### config.mk
export PLATFORM = sky130hd
export DESIGN_NAME = led_chaser_fade_pwm_core
export DESIGN_NICKNAME = d
export VERILOG_FILES = /design/src/sv/lcf_pkg.sv /design/src/sv/lcf_cfg.sv /design/src/sv/lcf_front.sv /design/src/sv/lcf_engine.sv /design/src/sv/led_chaser_fade_pwm_core.sv
export SDC_FILE = /design/constraint.sdc
export NUM_CORES = 2
export LEC_CHECK = 0
export BUFFER_PORTS_ARGS = -buffer_cell sky130_fd_sc_hd__buf_2
export CORE_AREA = 8 8 295 212
export DETAILED_ROUTE_END_ITERATION = 7
export DIE_AREA = 0 0 303 220
export PLACE_DENSITY = 0.76
export SLEW_MARGIN = 40
export SYNTH_ARGS = -nofsm -noshare
export SYNTH_HDL_FRONTEND = slang
export SYNTH_SLANG_ARGS = --single-unit
export TNS_END_PERCENT = 20
### constraint.sdc
create_clock -name clk_i -period 29.6 [get_ports clk_i]
set_clock_uncertainty 0.15 [all_clocks]
set_input_delay 7.4 -clock clk_i [delete_from_list [all_inputs] [get_ports clk_i]]
set_output_delay 7.4 -clock clk_i [all_outputs]
set_load 0.02 [all_outputs]
### src/sv/lcf_pkg.sv
package lcf_pkg;

  localparam int unsigned NumLedsDefault = 8;

  localparam int unsigned PwmW    = 7;
  localparam int unsigned IntW    = 8;
  localparam int unsigned DelayW  = 10;
  localparam int unsigned SampleW = 12;
  localparam int unsigned ProdW   = SampleW + DelayW;
  localparam int unsigned HoldW   = 11;
  localparam int unsigned TimeW   = 32;
  localparam int unsigned CfgIdxW = 3;
  localparam int unsigned CfgDataW = 10;
  localparam int unsigned DriveW  = 8;
  localparam int unsigned IndexW  = 3;

  localparam logic [PwmW-1:0]   PwmPeriodReset    = 7'd100;
  localparam logic [IntW-1:0]   AnimIntervalReset = 8'd5;
  localparam logic [PwmW-1:0]   FadeDownReset     = 7'd8;
  localparam logic [PwmW-1:0]   FadeUpReset       = 7'd10;
  localparam logic [IntW-1:0]   DebounceReset     = 8'd20;
  localparam logic [IntW-1:0]   AdcIntervalReset  = 8'd20;
  localparam logic [DelayW-1:0] DelayBaseReset    = 10'd50;
  localparam logic [DelayW-1:0] DelaySpanReset    = 10'd450;
  localparam logic [HoldW-1:0]  HoldDelayReset    = 11'd50;

  typedef enum logic [CfgIdxW-1:0] {
    CfgPwmPeriod,
    CfgAnimInterval,
    CfgFadeDown,
    CfgFadeUp,
    CfgDebounce,
    CfgAdcInterval,
    CfgDelayBase,
    CfgDelaySpan
  } cfg_idx_e;

  typedef struct packed {
    logic [PwmW-1:0]   pwm_period;
    logic [IntW-1:0]   anim_interval;
    logic [PwmW-1:0]   fade_down;
    logic [PwmW-1:0]   fade_up;
    logic [IntW-1:0]   debounce;
    logic [IntW-1:0]   adc_interval;
    logic [DelayW-1:0] delay_base;
    logic [DelayW-1:0] delay_span;
  } cfg_t;

  typedef struct packed {
    logic             ms_strobe;
    logic             button_level;
    logic             adc_valid;
    logic [ProdW-1:0] product;
  } item_t;

endpackage

### src/sv/lcf_cfg.sv
module lcf_cfg import lcf_pkg::*; (
  input  logic                clk_i,
  input  logic                rst_ni,
  input  logic                cfg_valid_i,
  output logic                cfg_ready_o,
  input  logic [CfgIdxW-1:0]  cfg_index_i,
  input  logic [CfgDataW-1:0] cfg_data_i,
  output cfg_t                cfg_o
);

  cfg_t cfg_q, cfg_d;

  assign cfg_ready_o = 1'b1;
  assign cfg_o       = cfg_q;

  always_comb begin
    cfg_d = cfg_q;
    if (cfg_valid_i) begin
      case (cfg_idx_e'(cfg_index_i))
        CfgPwmPeriod:    cfg_d.pwm_period    = cfg_data_i[PwmW-1:0];
        CfgAnimInterval: cfg_d.anim_interval = cfg_data_i[IntW-1:0];
        CfgFadeDown:     cfg_d.fade_down     = cfg_data_i[PwmW-1:0];
        CfgFadeUp:       cfg_d.fade_up       = cfg_data_i[PwmW-1:0];
        CfgDebounce:     cfg_d.debounce      = cfg_data_i[IntW-1:0];
        CfgAdcInterval:  cfg_d.adc_interval  = cfg_data_i[IntW-1:0];
        CfgDelayBase:    cfg_d.delay_base    = cfg_data_i[DelayW-1:0];
        CfgDelaySpan:    cfg_d.delay_span    = cfg_data_i[DelayW-1:0];
        default:         cfg_d = cfg_q;
      endcase
    end
  end

  always_ff @(posedge clk_i or negedge rst_ni) begin
    if (!rst_ni) begin
      cfg_q.pwm_period    <= PwmPeriodReset;
      cfg_q.anim_interval <= AnimIntervalReset;
      cfg_q.fade_down     <= FadeDownReset;
      cfg_q.fade_up       <= FadeUpReset;
      cfg_q.debounce      <= DebounceReset;
      cfg_q.adc_interval  <= AdcIntervalReset;
      cfg_q.delay_base    <= DelayBaseReset;
      cfg_q.delay_span    <= DelaySpanReset;
    end else begin
      cfg_q <= cfg_d;
    end
  end

endmodule

### src/sv/lcf_front.sv
module lcf_front import lcf_pkg::*; (
  input  logic               clk_i,
  input  logic               rst_ni,
  input  logic               en_i,
  input  logic               in_valid_i,
  input  logic               ms_strobe_i,
  input  logic               button_level_i,
  input  logic [SampleW-1:0] adc_sample_i,
  input  logic               adc_valid_i,
  input  logic [DelayW-1:0]  delay_span_i,
  output logic               item_vld_o,
  output item_t              item_o
);

  logic               a_vld_q;
  logic               a_ms_q;
  logic               a_btn_q;
  logic [SampleW-1:0] a_sample_q;
  logic               a_adc_vld_q;
  logic               b_vld_q;
  item_t              b_item_q;
  item_t              b_item_d;

  always_comb begin
    b_item_d.ms_strobe    = a_ms_q;
    b_item_d.button_level = a_btn_q;
    b_item_d.adc_valid    = a_adc_vld_q;
    b_item_d.product      = {{DelayW{1'b0}}, a_sample_q} * {{SampleW{1'b0}}, delay_span_i};
  end

  always_ff @(posedge clk_i or negedge rst_ni) begin
    if (!rst_ni) begin
      a_vld_q <= 1'b0;
      b_vld_q <= 1'b0;
    end else if (en_i) begin
      a_vld_q <= in_valid_i;
      b_vld_q <= a_vld_q;
    end
  end

  always_ff @(posedge clk_i) begin
    if (en_i) begin
      a_ms_q      <= ms_strobe_i;
      a_btn_q     <= button_level_i;
      a_sample_q  <= adc_sample_i;
      a_adc_vld_q <= adc_valid_i;
      b_item_q    <= b_item_d;
    end
  end

  assign item_vld_o = b_vld_q;
  assign item_o     = b_item_q;

endmodule

### src/sv/lcf_engine.sv
module lcf_engine import lcf_pkg::*; #(
  parameter int unsigned NUM_LEDS = NumLedsDefault
) (
  input  logic              clk_i,
  input  logic              rst_ni,
  input  cfg_t              cfg_i,
  input  logic              en_i,
  input  logic              item_vld_i,
  input  item_t             item_i,
  output logic              out_vld_o,
  output logic [DriveW-1:0] led_drive_o,
  output logic [IndexW-1:0] active_index_o,
  output logic              reverse_flag_o
);

  localparam int unsigned IdxW = (NUM_LEDS > 1) ? $clog2(NUM_LEDS) : 1;
  localparam int unsigned DrvN = (NUM_LEDS < DriveW) ? NUM_LEDS : DriveW;
  localparam logic [IdxW-1:0] LastIdx = IdxW'(NUM_LEDS - 1);

  logic [PwmW-1:0]  pwm_q, pwm_d;
  logic [PwmW-1:0]  bright_q [NUM_LEDS];
  logic [PwmW-1:0]  bright_d [NUM_LEDS];
  logic [IdxW-1:0]  active_q, active_d;
  logic             reverse_q, reverse_d;
  logic             stable_q, stable_d;
  logic [HoldW-1:0] hold_q, hold_d;
  logic [TimeW-1:0] now_q, now_d;
  logic [TimeW-1:0] anim_mark_q, anim_mark_d;
  logic [TimeW-1:0] adc_mark_q, adc_mark_d;
  logic [TimeW-1:0] hold_mark_q, hold_mark_d;
  logic [TimeW-1:0] btn_mark_q, btn_mark_d;

  logic              out_vld_q;
  logic [DriveW-1:0] drive_q, drive_d;
  logic [IndexW-1:0] idx_q;
  logic              rev_q;

  logic [TimeW-1:0]   now_inc;
  logic [TimeW-1:0]   d_anim, d_adc, d_hold, d_btn;
  logic [ProdW:0]     quot_t;
  logic [HoldW-1:0]   delay_cand;
  logic [PwmW-1:0]    act_b;
  logic [PwmW:0]      ramp;
  logic [PwmW:0]      pwm_nxt;
  logic [IdxW-1:0]    step_idx;
  logic [IdxW+IndexW-1:0] idx_ext;

  assign now_inc = now_q + 1'b1;
  assign d_anim  = now_inc - anim_mark_q;
  assign d_adc   = now_inc - adc_mark_q;
  assign d_hold  = now_inc - hold_mark_q;
  assign d_btn   = now_inc - btn_mark_q;

  // exact floor(p / 4095) for p below 2^22
  assign quot_t     = {1'b0, item_i.product} + (ProdW+1)'(item_i.product >> SampleW) +
                      (ProdW+1)'(1);
  assign delay_cand = HoldW'(cfg_i.delay_base) + HoldW'(quot_t[SampleW+DelayW-1:SampleW]);

  assign act_b = bright_q[active_q];
  assign ramp  = {1'b0, act_b} + {1'b0, cfg_i.fade_up};

  always_comb begin
    if (reverse_d) begin
      step_idx = (active_q == '0) ? LastIdx : active_q - 1'b1;
    end else begin
      step_idx = (active_q == LastIdx) ? '0 : active_q + 1'b1;
    end
  end

  always_comb begin
    pwm_d       = pwm_q;
    bright_d    = bright_q;
    active_d    = active_q;
    reverse_d   = reverse_q;
    stable_d    = stable_q;
    hold_d      = hold_q;
    now_d       = now_q;
    anim_mark_d = anim_mark_q;
    adc_mark_d  = adc_mark_q;
    hold_mark_d = hold_mark_q;
    btn_mark_d  = btn_mark_q;
    pwm_nxt     = {1'b0, pwm_q} + 1'b1;
    drive_d     = '0;

    if (item_vld_i && item_i.ms_strobe) begin
      now_d = now_inc;
      if ((item_i.button_level != stable_q) && (d_btn >= TimeW'(cfg_i.debounce))) begin
        btn_mark_d = now_inc;
        stable_d   = item_i.button_level;
        if (!item_i.button_level) begin
          reverse_d = ~reverse_q;
        end
      end
      if (d_adc >= TimeW'(cfg_i.adc_interval)) begin
        adc_mark_d = now_inc;
        if (item_i.adc_valid) begin
          hold_d = delay_cand;
        end
      end
      if (d_anim >= TimeW'(cfg_i.anim_interval)) begin
        anim_mark_d = now_inc;
        for (int i = 0; i < NUM_LEDS; i++) begin
          if (IdxW'(i) != active_q) begin
            bright_d[i] = (bright_q[i] > cfg_i.fade_down) ? bright_q[i] - cfg_i.fade_down : '0;
          end
        end
        if (act_b < cfg_i.pwm_period) begin
          bright_d[active_q] = (ramp > {1'b0, cfg_i.pwm_period}) ? cfg_i.pwm_period :
                                                                   ramp[PwmW-1:0];
          hold_mark_d = now_inc;
        end else if (d_hold >= TimeW'(hold_d)) begin
          active_d           = step_idx;
          bright_d[step_idx] = '0;
          hold_mark_d        = now_inc;
        end
      end
    end

    if (item_vld_i) begin
      pwm_d = (pwm_nxt >= {1'b0, cfg_i.pwm_period}) ? '0 : pwm_nxt[PwmW-1:0];
    end

    for (int i = 0; i < DrvN; i++) begin
      drive_d[i] = (pwm_d < bright_d[i]);
    end
  end

  assign idx_ext = {{IndexW{1'b0}}, active_d};

  always_ff @(posedge clk_i or negedge rst_ni) begin
    if (!rst_ni) begin
      pwm_q       <= '0;
      for (int i = 0; i < NUM_LEDS; i++) begin
        bright_q[i] <= '0;
      end
      active_q    <= '0;
      reverse_q   <= 1'b0;
      stable_q    <= 1'b1;
      hold_q      <= HoldDelayReset;
      now_q       <= '0;
      anim_mark_q <= '0;
      adc_mark_q  <= '0;
      hold_mark_q <= '0;
      btn_mark_q  <= '0;
      out_vld_q   <= 1'b0;
    end else if (en_i) begin
      pwm_q       <= pwm_d;
      bright_q    <= bright_d;
      active_q    <= active_d;
      reverse_q   <= reverse_d;
      stable_q    <= stable_d;
      hold_q      <= hold_d;
      now_q       <= now_d;
      anim_mark_q <= anim_mark_d;
      adc_mark_q  <= adc_mark_d;
      hold_mark_q <= hold_mark_d;
      btn_mark_q  <= btn_mark_d;
      out_vld_q   <= item_vld_i;
    end
  end

  always_ff @(posedge clk_i) begin
    if (en_i && item_vld_i) begin
      drive_q <= drive_d;
      idx_q   <= idx_ext[IndexW-1:0];
      rev_q   <= reverse_d;
    end
  end

  assign out_vld_o      = out_vld_q;
  assign led_drive_o    = drive_q;
  assign active_index_o = idx_q;
  assign reverse_flag_o = rev_q;

endmodule

### src/sv/led_chaser_fade_pwm_core.sv
// LED chaser with PWM fade. Each input word is one 100 us PWM tick and gives
// exactly one output word carrying the LED drive pattern for that tick, the
// active LED number and the chase direction. One word is taken every clock
// unless the result is stalled; a word's result is valid once it has passed
// three register stages (input register, sample-times-span product register,
// result register). A stalled result holds the whole pipe and the input with
// it. The whole tick update (debounce, scaling division of the ADC sample,
// fade animation, chase step, PWM count) is combinational logic in a loop
// around the state registers. Configuration writes take effect once registered
// and are only to be made while no word is in flight.
module led_chaser_fade_pwm_core import lcf_pkg::*; #(
  parameter int unsigned NUM_LEDS = NumLedsDefault
) (
  input  logic                clk_i,
  input  logic                rst_ni,
  input  logic                s_axis_tvalid_i,
  output logic                s_axis_tready_o,
  // [0] ms_strobe, [1] button_level, [13:2] adc_sample, [14] adc_valid
  input  logic [15:0]         s_axis_tdata_i,
  output logic                m_axis_tvalid_o,
  input  logic                m_axis_tready_i,
  // [7:0] led_drive, [10:8] active_index, [11] reverse_flag
  output logic [15:0]         m_axis_tdata_o,
  input  logic                cfg_valid_i,
  output logic                cfg_ready_o,
  input  logic [CfgIdxW-1:0]  cfg_index_i,
  input  logic [CfgDataW-1:0] cfg_data_i
);

  cfg_t              cfg;
  logic              en;
  logic              item_vld;
  item_t             item;
  logic              out_vld;
  logic [DriveW-1:0] led_drive;
  logic [IndexW-1:0] active_index;
  logic              reverse_flag;

  assign en              = ~out_vld | m_axis_tready_i;
  assign s_axis_tready_o = en;
  assign m_axis_tvalid_o = out_vld;
  assign m_axis_tdata_o  = {4'b0, reverse_flag, active_index, led_drive};

  lcf_cfg u_cfg (
    .clk_i       (clk_i),
    .rst_ni      (rst_ni),
    .cfg_valid_i (cfg_valid_i),
    .cfg_ready_o (cfg_ready_o),
    .cfg_index_i (cfg_index_i),
    .cfg_data_i  (cfg_data_i),
    .cfg_o       (cfg)
  );

  lcf_front u_front (
    .clk_i          (clk_i),
    .rst_ni         (rst_ni),
    .en_i           (en),
    .in_valid_i     (s_axis_tvalid_i),
    .ms_strobe_i    (s_axis_tdata_i[0]),
    .button_level_i (s_axis_tdata_i[1]),
    .adc_sample_i   (s_axis_tdata_i[13:2]),
    .adc_valid_i    (s_axis_tdata_i[14]),
    .delay_span_i   (cfg.delay_span),
    .item_vld_o     (item_vld),
    .item_o         (item)
  );

  lcf_engine #(
    .NUM_LEDS (NUM_LEDS)
  ) u_engine (
    .clk_i          (clk_i),
    .rst_ni         (rst_ni),
    .cfg_i          (cfg),
    .en_i           (en),
    .item_vld_i     (item_vld),
    .item_i         (item),
    .out_vld_o      (out_vld),
    .led_drive_o    (led_drive),
    .active_index_o (active_index),
    .reverse_flag_o (reverse_flag)
  );

endmodule

* Word level (Yosys, flattened, before mapping)
Cells that the tools add are included.
W data, S select, Z words.
** Cells by class
- Add/subtract/negate cells :: 20
- $mul :: 1
- Div/mod/pow operators :: 0
- Magnitude comparators :: 27
- Equal/unequal tests :: 16
- Shift-type cells :: 0
- Muxes and demuxes :: 62
- Bitwise logic cells :: 7
- Reductions and logical operators :: 22
** Operators by type and width (number)
- $mux W7 :: 39
- $mux W56 :: 4
- $sub A32 B32 Y32 :: 4
- $ge A32 B8 Y1 :: 3
- $mux W32 :: 2
- $lt A7 B7 Y1 :: 9
- $and A56 B56 Y56 :: 1
- $bwmux W56 :: 1
- $gt A7 B7 Y1 :: 8
- $not A56 Y56 :: 1
- $sub A7 B7 Y7 :: 8
- $demux W7 S3 :: 2
- $mux W11 :: 3
- $add A32 B1 Y32 const B :: 1
- $ge A32 B11 Y1 :: 1
- $add A22 B1 Y22 const B :: 1
- $add A22 B10 Y22 :: 1
- $mul A12 B10 Y22 :: 1
- $bmux W7 S3 :: 1
- $mux W3 :: 7
- $reduce_and A2 Y1 :: 9
- $eq A3 B3 Y1 const B :: 5
- $ne A3 B3 Y1 const A :: 4
- $add A10 B10 Y11 :: 1
- 23 further kinds :: 38
** Storage, ports and cells
- Bits in registers :: 359
- Bits in latches :: 0
- RAM bits :: 0
- ROM bits :: 0
- Input port bits :: 34
- Output and inout port bits :: 19
- Word-level logic and storage cells :: 195
- Memories kept :: 0

* Longest topological paths before layout
- Depth after elaboration :: 19
- Mapped depth :: 47
- Depth with buffers taken out :: 45

* Cells and area by module
From an unflattened synthesis, not the netlist that was laid out.
** Unflattened totals
- Cells, all modules :: 3736
- Area total of the unflattened synthesis :: 33691.1 um^2
** Modules (own cells, without submodules)
- lcf_engine :: times used 1, cells an instance 3087, area each 25886.1 um^2, seq. area each 6371.1 um^2
- lcf_front :: times used 1, cells an instance 494, area each 5216.3 um^2, seq. area each 1251.2 um^2
- lcf_cfg :: times used 1, cells an instance 148, area each 2541.2 um^2, seq. area each 1650.3 um^2
- led_chaser_fade_pwm_core :: times used 1, cells an instance 7, area each 47.5 um^2, seq. area each 0.0 um^2

* Worst setup path after synthesis
Ideal clock, no wire load.
- Path kind :: input port to output port
- Start :: in m_axis_tready_i
- End :: out s_axis_tready_o
- Arrival :: 9.191 ns
- Required time :: 22.050 ns
- Setup slack :: 12.859 ns
- Stages :: 4
- Buffers on the path :: 2
- Cells stage by stage :: nor2b_1 > clkbuf_1 > inv_1 > clkbuf_1
** Between the ends
- Cells in the longest elaborated chain, start to end :: 1
** Ends and longest elaborated chain
- start, declared :: RTL line led_chaser_fade_pwm_core.sv:21 : input logic m_axis_tready_i,
- $or A1 B1 Y1 :: RTL line led_chaser_fade_pwm_core.sv:39 : assign en = ~out_vld | m_axis_tready_i;
- end, declared :: RTL line led_chaser_fade_pwm_core.sv:17 : output logic s_axis_tready_o,
Every way passes these cells.

* Worst setup path in the final report
Same ends and word-level chain as after synthesis.

==> implementation parameters <==
Parameter                              Value

Synth
  Number of standard cells after synthesis    around 4000
  Average cell area after synthesis    8.61 um^2
  Dominant cells by area after synthesis    sky130_fd_sc_hd__dfrtp_1 (21%), sky130_fd_sc_hd__ha_1 (14%), sky130_fd_sc_hd__fa_1 (5.4%), sky130_fd_sc_hd__nand2_1 (4.9%), sky130_fd_sc_hd__edfxtp_1 (4.5%)
  Netlist cell types    96
  Share of flip-flops with an asynchronous set or reset after synthesis    85.5%
  Flip-flop and latch count after synthesis    359
  Synthesized area    34400 um^2
  Number of enable flip-flop cells after synthesis    52
  Part of the Yosys area used for sequential elements    a little over a quarter
  Number of warnings printed during yosys synthesis    0
  Cell taking the most area after synthesis    sky130_fd_sc_hd__dfrtp_1
  Synth top area share    between 20% and 30%
  Most used DFF post-synth    sky130_fd_sc_hd__dfrtp_1

STA
  Unrepaired setup endpoints after global routing    false
  Min Tclk post-route    15580 ps
  Maximum clock frequency    0.0642 GHz
  Final setup vio count    0
  Transition time of the tightest slew-check pin    995 ps
  Hold violation count in the final report    0
  Total count of max-transition violations in the final report    0
  Final critical-path share of the clock period    52.7%
  Headroom to the max-slew limit    33.7%
  PnR worst setup slack    14020 ps
  Total Neg Setup Slack    0 ps

Global routing
  Pin count of the biggest net entering global routing    between 90 and 100
  Total track usage    29.0%
  Via count of the first global-routing pass    roughly 28000
  GRT Residual Overflow    0
  Global-route wire length before repair    156 mm
  Antenna violations before repair    1

Clock network
  Cts-stage hold buffer count    0
  Count of cells resized by post-cts repair    0
  # Post-CTS Setup Buffers    0
  CTS HTree Levels    2
  Clock sink count    ~360
  Maximum clock insertion buffer count    3
  Clock Latency Late Sink    600 ps
  CTS tree    built
  Total CTS buffers    40
  CTS Root Buffer Type    sky130_fd_sc_hd__clkbuf_16
  Reg clk slew, reported paths    60 ps

Placed design
  Worst slack after detailed placement    14010 ps
  Count of port buffers added during placement    46
  HPWL reported at the end of detailed placement    slightly above 70 mm
  Post-Place Cell Area    between 30000 and 40000 um^2
  RePlAce Congestion    0.990

Route
  Drc violations    0
  First DRT Iteration DRCs    between 2000 and 3000
  Vias after detailed routing    30000
  Vias per inst    6.26
  Post-detailed-route count of antenna-violating nets    0
  DRT Wirelength    97.5 mm
  First-pass DRT Iterations    6
  Post-detailed-route wirelength per cell    slightly above 20 um

Die
  Die height    ~220 um
  Chip Width    303 um
  Top-level I/O count    53
  Starting density of the core    59.6%
  DIE AREA    66700 um^2
  Placeable core region    57700 um^2
  # rows    between 70 and 80

Critical path
  Startpoint-to-endpoint class of the critical path    input port to output port
  Reg2Reg Depth    43
  Critical path required time    22050 ps
  Crit. End Element    output port
  Signal arrival time at the worst endpoint    8030 ps
  Max FO, Critical Path    7
  Sort of element at the start of the critical path    input port

Cells and area
  Fraction of final layout cells sized beyond drive strength 1    around 9.1%
  Area Overhead vs Synth    7.39%
  Fin nets    4496
  Final core utilization    between 60 and 70%
  Post-route cell area    roughly 37000 um^2
  Filler cell count in the final layout    4920

Outcome
  Result of the run    finished, final reports clean

Job
  Max-cap violations    0

Min path
  Worst hold path depth    0
  Worst Hold Class    flip-flop to flip-flop
[cell type report]
cell class	count	area (um^2)	share of cell area, %
Sequential cell	359	9270	25.1
Antenna cell	2	5.00	0.0136
Inverter	343	1290	3.49
Clock inverter	14	193	0.522
Tap cell	760	951	2.58
Timing Repair Buffer	123	855	2.32
Multi-Input combinational cell	3128	23200	62.9
Clock buffer	60	1140	3.08
[critical path, stage by stage]
cell and delay [ps]:
sky130_fd_sc_hd__buf_2 90, sky130_fd_sc_hd__nor2b_1 90, sky130_fd_sc_hd__buf_4 240, sky130_fd_sc_hd__inv_2 50, sky130_fd_sc_hd__buf_2 150
[routing by layer]
layer	vias to the layer above	track usage, %	wire (um)
met3	199	6.44	9830
met4	0	9.02	2960
met1	14200	42.0	44400
li1	14300	-	-
met5	-	0	0
met2	1285	42.9	40300
[placed cells by master (no fill, tap or decap), drive strengths merged, types with 38 or more instances in the layout]
master  instances
nand2         448
nor3           77
xnor2         122
clkbuf         60
xor2           78
nor2          226
o21ai         260
ha            375
and2          117
dfrtp         284
nor2b          38
inv           347
mux2           93
buf           123
a21o          110
a31oi          43
mux2i          48
nand3          85
fa             92
nand2b         41
nand4          49
a21oi         206
edfxtp         52
o21a           49
a22oi          42
[cell usage after synthesis, drive strengths merged, types with 38 or more instances]
cell type	number
buf	48
edfxtp	52
nor3	77
xnor2	122
clkbuf	114
nand3	85
o21a	49
and2	117
mux2i	48
nand2	448
nor2b	38
a21oi	206
mux2	93
o21ai	260
ha	375
a31oi	43
a21o	110
nand4	49
xor2	78
inv	343
a22oi	42
nand2b	41
fa	92
nor2	226
dfrtp	284
[final timing paths]
path | from | slack, ps | to
hold / removal | u_front.a_adc_vld_q | 270 | u_front.item_o[22]
max in group asynchronous | rst_ni | 20510 | u_engine.bright_q[42]
min in group asynchronous | rst_ni | 6510 | u_engine.adc_mark_q[18]
setup reg to reg | u_engine.now_q[0] | 17570 | u_engine.led_drive_o[7]
hold reg to reg | u_front.a_adc_vld_q | 270 | u_front.item_o[22]
setup / recovery | m_axis_tready_i | 14020 | s_axis_tready_o
[kinds of logic (layout without fill, tap and decap cells)]
kind of cell	after synthesis	in the layout	share of synthesized area (%)
flip-flops	359	359	27.0
AND/OR/NAND/NOR	1228	1228	17.3
AO/OA/AOI/OAI	1085	1085	21.2
adder cells (fa/ha/maj)	467	467	19.0
buffers and inverters	505	540	5.76
XOR/XNOR	200	200	5.10
other	2	7	0.0219
multiplexers	143	143	4.58
[flip-flops by register name (all words and copies together), names as in the netlist, 11 cells and up]
signal	count
u_front.item_o	25
u_engine.anim_mark_q	32
u_engine.adc_mark_q	32
u_engine.now_q	32
u_cfg.cfg_o	65
u_front.a_sample_q	12
u_engine.hold_q	11
u_engine.hold_mark_q	32
u_engine.bright_q	56
u_engine.btn_mark_q	32
[stage by stage]
| step | hold slack, ps | instances |
|---|---|---|
| 6_report | 269 | 4789 |
| 5_1_grt | 276 | 4787 |
| 4_1_cts | 269 | 4785 |
| 3_5_place_dp | 255 | 4711 |
| 3_3_place_gp | 255 | 4710 |
| 2_1_floorplan | 250 | 3992 |
Power is left out: the tool's default activity adds up to more than one toggle a clock period on the data nets, which glitch-free logic cannot reach.
